<file path="src/rm2e_delay.sv">
// ----------------------------------------------------------------------------
// rm2e_delay
// Shift line that carries side data alongside the CORDIC pipelines.
// ----------------------------------------------------------------------------
`default_nettype none

module rm2e_delay #(
    parameter int W     = 32,
    parameter int DEPTH = 4
) (
    input  wire logic         i_clk,
    input  wire logic         i_en,
    input  wire logic [W-1:0] i_data,
    output logic      [W-1:0] o_data
);

    logic [W-1:0] r_taps [0:DEPTH-1];

    // Each tap moves one place whenever the pipeline advances.
    always_ff @(posedge i_clk) begin
        if (i_en) begin
            r_taps[0] <= i_data;
            for (int k = 1; k < DEPTH; k++) begin
                r_taps[k] <= r_taps[k-1];
            end
        end
    end

    assign o_data = r_taps[DEPTH-1];

endmodule

`default_nettype wire

</file>
<file path="config.mk">
export PLATFORM = sky130hd
export DESIGN_NAME = rm2e_delay
export DESIGN_NICKNAME = d
export VERILOG_FILES = /design/src/rm2e_delay.sv
export SDC_FILE = /design/constraint.sdc
export NUM_CORES = 1
export LEC_CHECK = 0
export BUFFER_PORTS_ARGS = -buffer_cell sky130_fd_sc_hd__buf_2
export CORE_ASPECT_RATIO = 0.6
export CORE_MARGIN = 5
export CORE_UTILIZATION = 50
export CTS_BUF_LIST = sky130_fd_sc_hd__clkbuf_8
export DETAILED_ROUTE_END_ITERATION = 7
export PLACE_DENSITY = 0.75
export SLEW_MARGIN = 5
export SYNTH_ARGS = -nofsm -noshare
export SYNTH_HDL_FRONTEND = slang
export SYNTH_SLANG_ARGS = --single-unit
</file>
<file path="constraint.sdc">
create_clock -name i_clk -period 1.2 [get_ports i_clk]
set_input_delay 0.12 -clock i_clk [delete_from_list [all_inputs] [get_ports i_clk]]
set_output_delay 0.12 -clock i_clk [all_outputs]
set_load 0.02 [all_outputs]
</file>
; Word-level counts from Yosys, hierarchy flattened
; Memories as Yosys holds them, arrays and structs flattened.
; Cells that the tools add are included.
[word_totals]
output_inout_bits = 32
latchBits = 0
reg_bits = 0
memories = 1
input_bits = 34
ramBits = 128
rom_bits = 0
[classes]
bitwise_logic = 0
reduce_logical = 0
n_div = 0
mux = 2
eq_ne = 0
n_lt_le_gt_ge = 0
multipliers = 0
shifts = 0
n_addsub = 0
[memory_table]
columns = memory, words, width, rd, rd_clocked_by_memory_dff, write_ports, line_no
row1 = r_taps, 4, 32, 4, 0, 4, 17  ; logic [W-1:0] r_taps [0:DEPTH-1];
[op_table]
columns = operator, n
row1 = 1-bit 2-to-1 mux, 2

; Logic depth before layout (Yosys ltp)
; Gate-level depths: netlist of the first run.
[logic_depth]
word_depth = 2
depth_mapped = 0

; Worst setup path after synthesis of the first run
; No wires, ideal clock.
[synth_path]
path_type = flip-flop to flip-flop
start = memory r_taps[0][0]
end = memory r_taps[1][0] (data pin)
arrival_time_ns = 0.323
required_ns = 0.934
synth_period_minus_slack_ns = 0.589
slack_ns = 0.611
stages_incl_launch_ff = 1
setup_time_ns = 0.266
path_cell_list = edfxtp_1
[synth_rtl]
columns = item, line_no
row1 = from (decl), 17

==> flow_metrics.py, run 1 <==
metrics = {
    "outcome": {
        "status": "finished, final reports clean",
    },
    "layout": {
        "comb.multi_input.count": 0,
        "fin_nets": 281,
        "largest_registers": "r_taps x128",
        "drive_above_1_share_pct": 35.3,
        "multi_input_area_sq_um": 0,
        "syn_to_final_growth_pct": 30.3,
        "design_area_sq_um": 5010,
        "n_antenna_cell": 0,
        "fillers": 486,
        "largest-register": "r_taps",
        "largest_reg_flops": 128,
    },
    "power_and_ir_drop": {
        "finalPower_mw": 8.86,
        "leakage_nw": 1.85,
        "ir_drop_mv": 1.05,
        "power_per_cell_area_nw_per_um2": 1770,
    },
    "cts": {
        "post_cts_buffers": 0,
        "cts_max_level": 4,
        "ctsResizeCount": 0,
        "hold_buffers": 32,
        "cts_tree": "built",
        "clockRootBuffer": "clkbuf_8",
        "clk_pin_slew_ps": 70,
        "clk-insertion-delay-late_ps": 410,
        "cts.path.max_buffers": 2,
        "clock-sinks": 128,
        "cts_buffers": 17,
    },
    "setup_path": {
        "crit_required_ps": 1080,
        "path_cells": "buf_2",
        "crit_fanout": 1,
        "slowest_stage": "edfxtp_1",
        "path_class": "register to output pin",
        "path_buf_inv": 1,
        "r2r-end": "r_taps[2][6]",
        "cp-start-kind": "register",
        "cpPeakStageDelay_ps": 380,
        "r2r_start": "r_taps[1][6]",
        "crit_family": "flip-flops",
        "endpoint_kind": "output pin",
        "r2r.worst_path.cells": 0,
        "reg2reg_setup_slack_ps": 560,
        "arrival_ps": 960,
    },
    "sta": {
        "finalMaxSlewViolations": 0,
        "setup_tns_ps": 0,
        "layout_min_cycle_time_ps": 1080,
        "slew_headroom_pct": 77.3,
        "tightest_slew_ps": 340,
        "holdWs_ps": 232,
        "timing.final.crit_share_pct": 89.8,
        "fin_ws_ps": 122,
        "finalSetupViolCount": 0,
        "rsz0062_at_grt": "no",
        "clock_skew_ps": 10.4,
        "hold_viol": 0,
        "fmax_mhz": 928,
    },
    "floorplan": {
        "io_pins": 66,
        "rows": 24,
        "coreArea_sq_um": 7360,
        "dieWidth_um": 123,
        "fp.dieH_um": 77.9,
        "start_util_pct": 52.2,
        "die_area_sq_um": 9600,
    },
    "job": {
        "timing.max_cap.violations": 0,
    },
    "min_path": {
        "holdPathStages": 2,
        "min_to": "r_taps[1][25]",
        "hold_path_class": "input port to register",
        "hp-start": "i_en",
    },
    "synth": {
        "synthCells": 128,
        "yosys_warnings": 0,
        "synth_seq_area_share_pct": 100,
        "synth_fp_nets": 162,
        "synth_area_sq_um": 3840,
        "ys_ff_latch": 128,
        "syn_avg_cell_area_sq_um": 30.0,
        "synth_cell_type_count": 1,
    },
    "place": {
        "pre_cts_ws_ps": 270,
        "gp_congestion": 0.645,
        "hpwl_um": 2590,
        "port_buffers": 65,
        "place_area_sq_um": 4350,
    },
    "grt": {
        "grt_pass1_wl_um": 7620,
        "antenna_found_initial": 0,
        "grt-ovfl-total": 0,
        "grt_max_degree": 54,
        "grtUsageTotal_pct": 11.2,
        "grt_pass1_vias": 1628,
    },
    "routing": {
        "postRouteAntennaNets": 0,
        "viasPerCell": 4.40,
        "first_pass_iters": 6,
        "wire_per_inst_um": 13.1,
        "drt_iter0_markers": 90,
        "wirelength_um": 4730,
        "routed-via-count": 1592,
        "drc": 0,
    },
}
-- power breakdown --
part / switching [mW] / total (mW) / internal [mW]
combinational: 0.206 / 0.367 / 0.161
sequential: 0.0647 / 5.33 / 5.27
clock: 1.41 / 3.16 / 1.75
-- stage by stage --
stage                     instances  utilization (%)
after floorplan                 128                -
after global placement          300             59.1
after detailed placement        300             59.1
after CTS                       362             68.1
after global routing            362             68.1
final                           362             68.1
-- cells in the final DEF, fill, tap and decap left out --
master,n
clkbuf_8,17
clkinv_2,4
buf_4,2
inv_1,2
buf_12,2
clkinv_1,5
edfxtp_1,128
bufinv_16,2
dlygate4sd3_1,32
buf_2,64
-- layer usage --
layer | up-vias | wire, um | GRT usage, %
li1 | 761 | - | -
met1 | 768 | 1900 | 12.2
met2 | 51 | 2390 | 17.5
met3 | 12 | 343 | 5.52
met4 | 0 | 91 | 7.29
met5 | - | 0 | 0
-- logic make-up after synthesis --
family	share of synthesized area (%)
flip-flops	100
-- how the worst max path moves through the flow --
stage / slack [ps] / startpoint / to / depth (start not counted)
2_1_floorplan: 610 / r_taps[0][0] / r_taps[1][0] / 0
3_3_place_gp: 300 / i_en / r_taps[0][1] / 2
3_5_place_dp: 270 / i_en / r_taps[0][1] / 2
4_1_cts: 70 / r_taps[3][10] / o_data[10] / 1
5_1_grt: 40 / r_taps[3][10] / o_data[10] / 1
6_report: 120 / r_taps[3][8] / o_data[8] / 1
-- cell usage after synthesis --
| master | number | area share [%] |
|---|---|---|
| edfxtp_1 | 128 | 100 |
-- layout make-up --
| class | instances | area, sq um | share of cell area, % |
|---|---|---|---|
| Clock buffer | 17 | 234 | 4.67 |
| Sequential cell | 128 | 3840 | 76.7 |
| Tap cell | 104 | 130 | 2.60 |
| Timing Repair Buffer | 100 | 696 | 13.9 |
| Clock inverter | 13 | 106 | 2.12 |
Power figures use the tool's default switching activity.
==> run 2, diff against run 1 <==
RECOVER_POWER = 50   (was default)
==> flow_metrics.py, run 2 (synthesized netlist as in run 1, its figures left out) <==
metrics = {
    "routing": {
        "routed-via-count": 1591,
        "viasPerCell": 4.40,
        "first_pass_iters": 4,
        "drt_iter0_markers": 85,
        "wl_met2_um": 2400,
        "wire_per_inst_um": 13.0,
        "drc": 0,
        "top_layer_used": "met4",
        "wl_met1_um": 1860,
        "wirelength_um": 4700,
        "postRouteAntennaNets": 0,
        "met3_length_um": 343,
    },
    "min_path": {
        "hold_path_class": "register to register",
    },
    "cts": {
        "clk_pin_slew_ps": 70,
        "cts.path.max_buffers": 2,
        "clk-insertion-delay-late_ps": 410,
        "cts_tree": "built",
        "ctsResizeCount": 0,
        "cts_buffers": 17,
        "clock-sinks": 128,
        "clockRootBuffer": "clkbuf_8",
        "cts_max_level": 4,
    },
    "setup_path": {
        "r2r_start": "r_taps[1][6]",
        "worstSetupPathDepth": 1,
        "path_cells": "buf_2",
        "reg2reg_setup_slack_ps": 560,
        "crit_required_ps": 1080,
        "critPathCapture": "o_data[8]",
        "crit_family": "flip-flops",
        "endpoint_kind": "output pin",
        "r2r-end": "r_taps[2][6]",
        "path_buf_inv": 1,
        "cp-startpoint": "r_taps[3][8]",
        "r2r.worst_path.cells": 0,
        "crit_fanout": 1,
        "cp-start-kind": "register",
        "path_class": "register to output pin",
        "slowest_stage": "edfxtp_1",
        "arrival_ps": 960,
        "cpPeakStageDelay_ps": 380,
    },
    "place": {
        "hpwl_um": 2590,
        "port_buffers": 65,
        "gp_congestion": 0.645,
    },
    "grt": {
        "grtUsageTotal_pct": 11.2,
        "grt-ovfl-total": 0,
        "grt_max_degree": 54,
        "grt_pass1_wl_um": 7620,
        "antenna_found_initial": 0,
        "grt_pass1_vias": 1628,
    },
    "layout": {
        "comb.multi_input.count": 0,
        "multi_input_area_sq_um": 0,
        "fin_nets": 281,
        "largest_registers": "r_taps x128",
        "final_cell_mix": "edfxtp_1 (128), buf_2 (64), dlygate4sd3_1 (32), clkbuf_8 (17), clkinv_1 (5)",
        "largest-register": "r_taps",
        "syn_to_final_growth_pct": 29.6,
        "fillers": 491,
        "drive_above_1_share_pct": 35.3,
        "n_antenna_cell": 0,
        "largest_reg_flops": 128,
        "final_common_cell": "edfxtp_1",
    },
    "sta": {
        "fmax_mhz": 926,
        "tightest_slew_ps": 1110,
        "setup_tns_ps": 0,
        "finalMaxSlewViolations": 0,
        "clock_skew_ps": 10.3,
        "hold_viol": 0,
        "layout_min_cycle_time_ps": 1080,
        "slew_headroom_pct": 26.3,
        "finalSetupViolCount": 0,
        "rsz0062_at_grt": "no",
        "timing.final.crit_share_pct": 90.0,
    },
    "floorplan": {
        "rows": 24,
        "start_util_pct": 52.2,
        "fp.dieH_um": 77.9,
        "dieWidth_um": 123,
        "die_area_sq_um": 9600,
        "io_pins": 66,
        "coreArea_sq_um": 7360,
    },
    "power_and_ir_drop": {
        "leakage_nw": 1.84,
        "finalPower_mw": 8.85,
        "power_per_cell_area_nw_per_um2": 1780,
        "ir_drop_mv": 1.03,
    },
    "job": {
        "timing.max_cap.violations": 0,
    },
    "outcome": {
        "status": "finished, final reports clean",
    },
}
-- run 2: changes by cell type in the layout (fill, tap and decap cells not counted), sizes merged --
| cell | change |
|---|---|
| clkbuf | +3 |
| buf | -3 |
-- run 2: area by class of cell --
type | instances | area (sq um) | share of cell area, %
clock buffer | 17 | 234 | 4.70
clock inverter | 13 | 106 | 2.14
sequential | 128 | 3840 | 77.2
tap | 104 | 130 | 2.61
timing repair buffer | 100 | 666 | 13.4
-- run 2: worst min path at each step --
stage	startpoint	end	slack [ps]	cells after the start
after floorplan	i_data[0]	r_taps[0][0]	220	0
after global routing	i_data[8]	r_taps[0][8]	370	2
after global placement	i_data[14]	r_taps[0][14]	300	1
final	r_taps[2][6]	r_taps[3][6]	410	0
after CTS	i_en	r_taps[0][10]	200	2
after detailed placement	i_data[6]	r_taps[0][6]	300	1
-- run 2: stage by stage --
stage / hold slack (ps) / worst slack (ps) / area (sq um) / cells / utilization, %
6_report: 411 / 120 / 4980 / 362 / 67.7
5_1_grt: 370 / 40.5 / 4980 / 362 / 67.7
4_1_cts: 201 / 68.3 / 5010 / 362 / 68.1
3_5_place_dp: 298 / 270 / 4350 / 300 / 59.1
3_3_place_gp: 298 / 302 / 4350 / 300 / 59.1
2_1_floorplan: 219 / 611 / 3840 / 128 / -
-- run 2: repair_timing --
action / 4_1_cts / 5_1_grt
endpoints found under the hold margin: 32 / 0
hold buffers: 32 / 0
buffers inserted: 0 / 0
-- run 2: power breakdown --
part / internal, mW / leakage [nW] / switching (mW)
combinational: 0.149 / 0.403 / 0.204
clock: 1.75 / 0.185 / 1.41
sequential: 5.27 / 1.25 / 0.0645
-- run 2: metal layers --
metal,track usage [%],vias to the layer above
met5,0,-
met4,7.29,0
met3,5.52,14
met2,17.5,54
met1,12.2,761
li1,-,762
